==> src/rtl/fpa_pkg.sv <==
package fpa_pkg;

    localparam int FRAC_BITS_DEF  = 8;
    localparam int WORD_WIDTH_DEF = 32;
    localparam int OP_W           = 4;

    typedef enum logic [OP_W-1:0] {
        OP_ADD     = 4'd0,
        OP_SUB     = 4'd1,
        OP_MUL     = 4'd2,
        OP_DIV     = 4'd3,
        OP_GT      = 4'd4,
        OP_LT      = 4'd5,
        OP_GE      = 4'd6,
        OP_LE      = 4'd7,
        OP_EQ      = 4'd8,
        OP_NE      = 4'd9,
        OP_MIN     = 4'd10,
        OP_MAX     = 4'd11,
        OP_INC     = 4'd12,
        OP_DEC     = 4'd13,
        OP_FROMINT = 4'd14,
        OP_TOINT   = 4'd15
    } t_op;

    typedef struct packed {
        t_op                                operation;
        logic signed [WORD_WIDTH_DEF-1:0]   operand_a;
        logic signed [WORD_WIDTH_DEF-1:0]   operand_b;
    } t_in;

    typedef struct packed {
        logic signed [WORD_WIDTH_DEF-1:0]   result;
        logic                               flag;
        logic                               divide_by_zero;
    } t_out;

endpackage

==> src/rtl/fpa_mul.sv <==
module fpa_mul
    import fpa_pkg::*;
#(
    parameter int WW = WORD_WIDTH_DEF,
    parameter int FB = FRAC_BITS_DEF
) (
    input  logic          i_clk,
    input  logic [WW-1:0] i_a,
    input  logic [WW-1:0] i_b,
    output logic [WW-1:0] o_q
);
    // Three stages: magnitudes, unsigned product, scale and sign.
    logic [WW-1:0]   r_ma, r_mb;
    logic            r_neg1, r_neg2;
    logic [2*WW-1:0] r_prod;
    logic [2*WW-1:0] n_sh;

    always_ff @(posedge i_clk) begin
        r_ma   <= i_a[WW-1] ? (~i_a + 1'b1) : i_a;
        r_mb   <= i_b[WW-1] ? (~i_b + 1'b1) : i_b;
        r_neg1 <= i_a[WW-1] ^ i_b[WW-1];
        r_prod <= {{WW{1'b0}}, r_ma} * {{WW{1'b0}}, r_mb};
        r_neg2 <= r_neg1;
    end

    assign n_sh = r_prod >> FB;
    assign o_q  = r_neg2 ? (~n_sh[WW-1:0] + 1'b1) : n_sh[WW-1:0];
endmodule

==> config.mk <==
export PLATFORM = sky130hd
export DESIGN_NAME = fpa_mul
export DESIGN_NICKNAME = d
export VERILOG_FILES = /design/src/rtl/fpa_pkg.sv /design/src/rtl/fpa_mul.sv
export SDC_FILE = /design/constraint.sdc
export NUM_CORES = 2
export LEC_CHECK = 0
export CAP_MARGIN = 20
export CORE_MARGIN = 1.5
export CORE_UTILIZATION = 35
export CTS_BUF_LIST = sky130_fd_sc_hd__clkbuf_8 sky130_fd_sc_hd__clkbuf_16
export CTS_CLUSTER_SIZE = 8
export DETAILED_ROUTE_END_ITERATION = 12
export DONT_BUFFER_PORTS = 1
export PLACE_DENSITY = 0.52
export SLEW_MARGIN = 20
export SYNTH_ARGS = -nofsm -noshare
export SYNTH_HDL_FRONTEND = slang
export SYNTH_SLANG_ARGS = --single-unit
export TNS_END_PERCENT = 30
==> constraint.sdc <==
create_clock -name i_clk -period 12.4 [get_ports i_clk]
set_clock_uncertainty 0.15 [all_clocks]
set_input_delay 0 -clock i_clk [delete_from_list [all_inputs] [get_ports i_clk]]
set_output_delay 0 -clock i_clk [all_outputs]
set_load 0.03 [all_outputs]
-- Word level (Yosys, flattened, before mapping)
Index checks and enable logic that the tools add are counted.
- flip-flop bits (word level): 106
- bits in latches: 0
- memory bits (writable): 0
- bits in read-only memories: 0
- output and inout port bits: 32
- logic and storage cells: 18
- memories: 0
- add/subtract/negate cells: 3
- multiply operators: 1
- div/mod/pow operators: 0
- magnitude comparators: 0
- equal/unequal tests: 0
- shift operators: 0
- muxes and demuxes: 3
- bitwise gates (word level): 4
- reduce and logical (&&, ||, !) cells: 0
- operators by type and width (kind ; number):
    $add A32 B1 Y32 const B ; 3
    $not A32 Y32 ; 3
    $mux W31 ; 2
    $mul A32 B32 Y40 ; 1
    $mux W32 ; 1
    $xor A1 B1 Y1 ; 1

-- Logic depth before layout (Yosys ltp)
- word-level depth: 3
- mapped depth: 28
- gate-level depth less buffers: 26

-- Worst setup path before layout
Ideal clock, no wire load.
- path kind: register -> register
- from: register r_ma[12]
- to: register r_prod[32]
- library setup time: 0.072 ns
- data arrival time: 6.778 ns
- slack: 5.400 ns
- stages on the path, launching flop included: 25
- path buffers: 2
- period minus slack after synthesis: 7.000 ns
- cells stage by stage: dfxtp_1 > clkbuf_1 > clkbuf_1 > nand2_1 > fa_1 > fa_1 > inv_1 > fa_1 > inv_1 > fa_1 > fa_1 > fa_1 > inv_1 > fa_1 > fa_1 > ha_1 > nand2_1 > o21ai_0 > o41ai_1 > o21ai_0 > a211oi_1 > nor3_1 > o31a_1 > nor2_1 > xnor2_1
- cells in the longest elaborated chain, start to end: 1
- ends and longest elaborated chain (what ; line ; source):
    from (decl) ; fpa_mul.sv:13 ; logic [WW-1:0] r_ma, r_mb;
    from (signal assigned) ; fpa_mul.sv:19 ; r_ma <= i_a[WW-1] ? (~i_a + 1'b1) : i_a;
    $mul A32 B32 Y40 ; fpa_mul.sv:22 ; r_prod <= {{WW{1'b0}}, r_ma} * {{WW{1'b0}}, r_mb};
    to (signal assigned) ; fpa_mul.sv:22 ;
    to (decl) ; fpa_mul.sv:15 ; logic [2*WW-1:0] r_prod;
No other way between the ends.
A chain may end at the register's enable or synchronous reset.

-- Worst setup path after layout
- from: register r_ma[14]
- to: register r_prod[32]
Same word-level chain as after synthesis.

==> impl_results.md <==
* Worst R2R Setup Slack at ~4200 ps
* H-tree levels at 3
* Setup violations, final at 0
* CTS tree: yes
* HPWL reported at the end of detailed placement at 57200 um
* Yosys cell types at 47
* Post-Syn Instances at 2846
* Final wirelength at 76200 um
* CTS Hold Bufs at between 100 and 150
* Grt total ovfl at 0
* Fin util at 38.9%
* Post-synth top area share at between 40% and 50%
* Worst Setup Path Type: register to register
* Top area cells in the synthesized netlist: fa_1, inv_1, and2_1
* Cell accounting for the most synthesized area: fa_1
* Slew HR at between 20 and 25%
* I/O Pins at 97
* Die footprint at 76300 sq um
* Number of buffers added for setup after CTS at 0
* Syn_nets at approximately 3700
* Drt pass-1 iters at 5
* Total GRT Usage at 20.8%
* First-pass GRT wire length at 121000 um
* FILL cells at 7320
* Yosys warning count at 0
* Hold Path Class: input pin to register
* Diodes inserted at 0
* Die Y at around 280 um
* Site Rows at 99
* Die X at 276 um
* Placer congestion estimate at 0.835
* Vias in the first global route at 21300
* Top_reg_cell synth: dfxtp_1
* Fin nets at 3708
* Clk buf depth at 2
* Post-route DRC at 0
* Arrival @ worst endpoint at approximately 8400 ps
* Sequential-to-total area share from yosys stat at around 7.5%
* Max-slew violations at 0
* Crit path time final at between 8000 and 9000 ps
* Yosys reg bits at 98
* Post-route ant nets at 0
* Routed vias at 18900
* Post-Syn Area at around 26000 sq um
* Clock latency on the worst-skew pair at 440 ps
* Antenna violations before repair at 4
* Post-DR vias/cell at 4.92
* Fin crit share at between 60% and 70%
* Cells on worst reg2reg path at 22
* Num CTS Buffers at 9
* CORE AREA at 73500 sq um
* Req. time, crit path at 12590 ps
* Largest net degree at the start of global routing at 33
* Setup crit end kind: register
* Unrepaired setup endpoints after global routing: false
* Hold Crit Depth at 3
* CP Max Fanout at 26
* Post-synth EDFFs at 0
* Clock Tree Root: clkbuf_16
* Hold Vio Cnt, Final at 0
* Status: completed
* Tightest Pin Transition at 1170 ps
* Initial Util at 35.6%
* Clock sink count at 98
* IO Port Bufs at 0
* Fmax at 0.122 GHz
* Ratio of cells with drive above 1 in the final layout at 2.74%
* Maxcap violations at 0
* Register clock-pin slew on the reported worst setup and hold paths at roughly 100 ps
* Area delta synth->final at 9.45%
* Post-DR wirelength/cell at approximately 20 um
* Most frequent cells in the layout: inv_1, fa_1, nand2_1
* Final TNS setup at 0 ps
* Startpoint types: register
* DR iter-0 viols at ~1100
* CTS resizes at 0
* Synth async-reset ratio at 0%
* Avg Cell Area, Syn at 9.18 sq um
## cells in the mapped netlist, types with 9 or more instances
cell / number
dfxtp_1: 98
a21o_1: 12
and2_1: 367
xnor2_1: 140
fa_1: 623
or4_1: 13
xor2_1: 23
nor3_1: 9
clkbuf_1: 139
o31ai_1: 26
o21ai_0: 45
nor2_1: 27
o41ai_1: 10
a21oi_1: 17
ha_1: 144
nand3_1: 13
nand2_1: 432
inv_1: 623
## state kept, by name (all words and copies together), names as in the netlist
signal / flops
r_neg2: 1
r_prod: 32
r_ma: 32
r_mb: 32
r_neg1: 1
## cells by family (layout without fill, tap and decap cells)
kind of cell             count (synthesis)  in the layout  synth area share (%)
flip-flops                              98             98                  7.51
XOR/XNOR                               163            163                  5.47
adder cells (fa/ha/maj)                767            767                  54.7
AND/OR/NAND/NOR                        913            913                  17.7
buffers and inverters                  765            800                  11.0
multiplexers                             1              1                0.0383
AO/OA/AOI/OAI                          139            139                  3.62
## area by class of cell
cell class              instances  area (sq um)  share of cell area (%)
inverters                     623          2340                    8.18
clock inverters                 7          78.8                   0.276
multi-input cells            1983         21300                    74.4
clock buffers                   9           225                   0.788
flip-flops and latches         98          1960                    6.87
repair buffers                161          1500                    5.24
well taps                     959          1200                    4.20
## critical path, stage by stage, from the launching register on
cell      delay, ps
dfxtp_1        1070
nand2_1         200
fa_1            620
fa_1            430
fa_1            480
fa_1            520
fa_1            510
inv_1            40
ha_1            270
inv_1            70
fa_1            420
fa_1            490
inv_1            40
ha_1            320
a21oi_1         200
o21ai_0         160
o41ai_1         460
o21ai_0         200
a211oi_1        640
nor3_1          210
o31a_1          340
nor2_1          120
xnor2_1         120
## metrics by stage
stage	hold WS [ps]	cells	worst slack [ps]	area, sq um
floorplan	-122	2846	5400	26100
global placement	-122	3706	4370	27100
detailed placement	-122	3706	4280	27100
CTS	63.5	3840	4260	28600
global route	27.3	3840	3900	28600
finish	3.26	3840	4200	28600
## path summary, 6_finish.rpt
kind	start	to
worst max-delay path	r_ma[14]	r_prod[32]
worst min-delay path	i_a[31]	r_ma[1]
worst max register to register	r_ma[14]	r_prod[32]
worst min register to register	r_neg1	r_neg2
## metal layers
metal | GRT usage [%] | share of wire (%) | up-vias | routed length (um)
met5 | 0 | 0 | - | 0
li1 | - | - | 8335 | -
met3 | 3.64 | 6.1 | 92 | 4670
met4 | 5.85 | 2.6 | 0 | 1960
met1 | 27.1 | 43 | 9904 | 33000
met2 | 35.4 | 48 | 565 | 36500
Power is not shown: default switching activity piles up to over one toggle a cycle in this logic, so the estimate is an artifact.
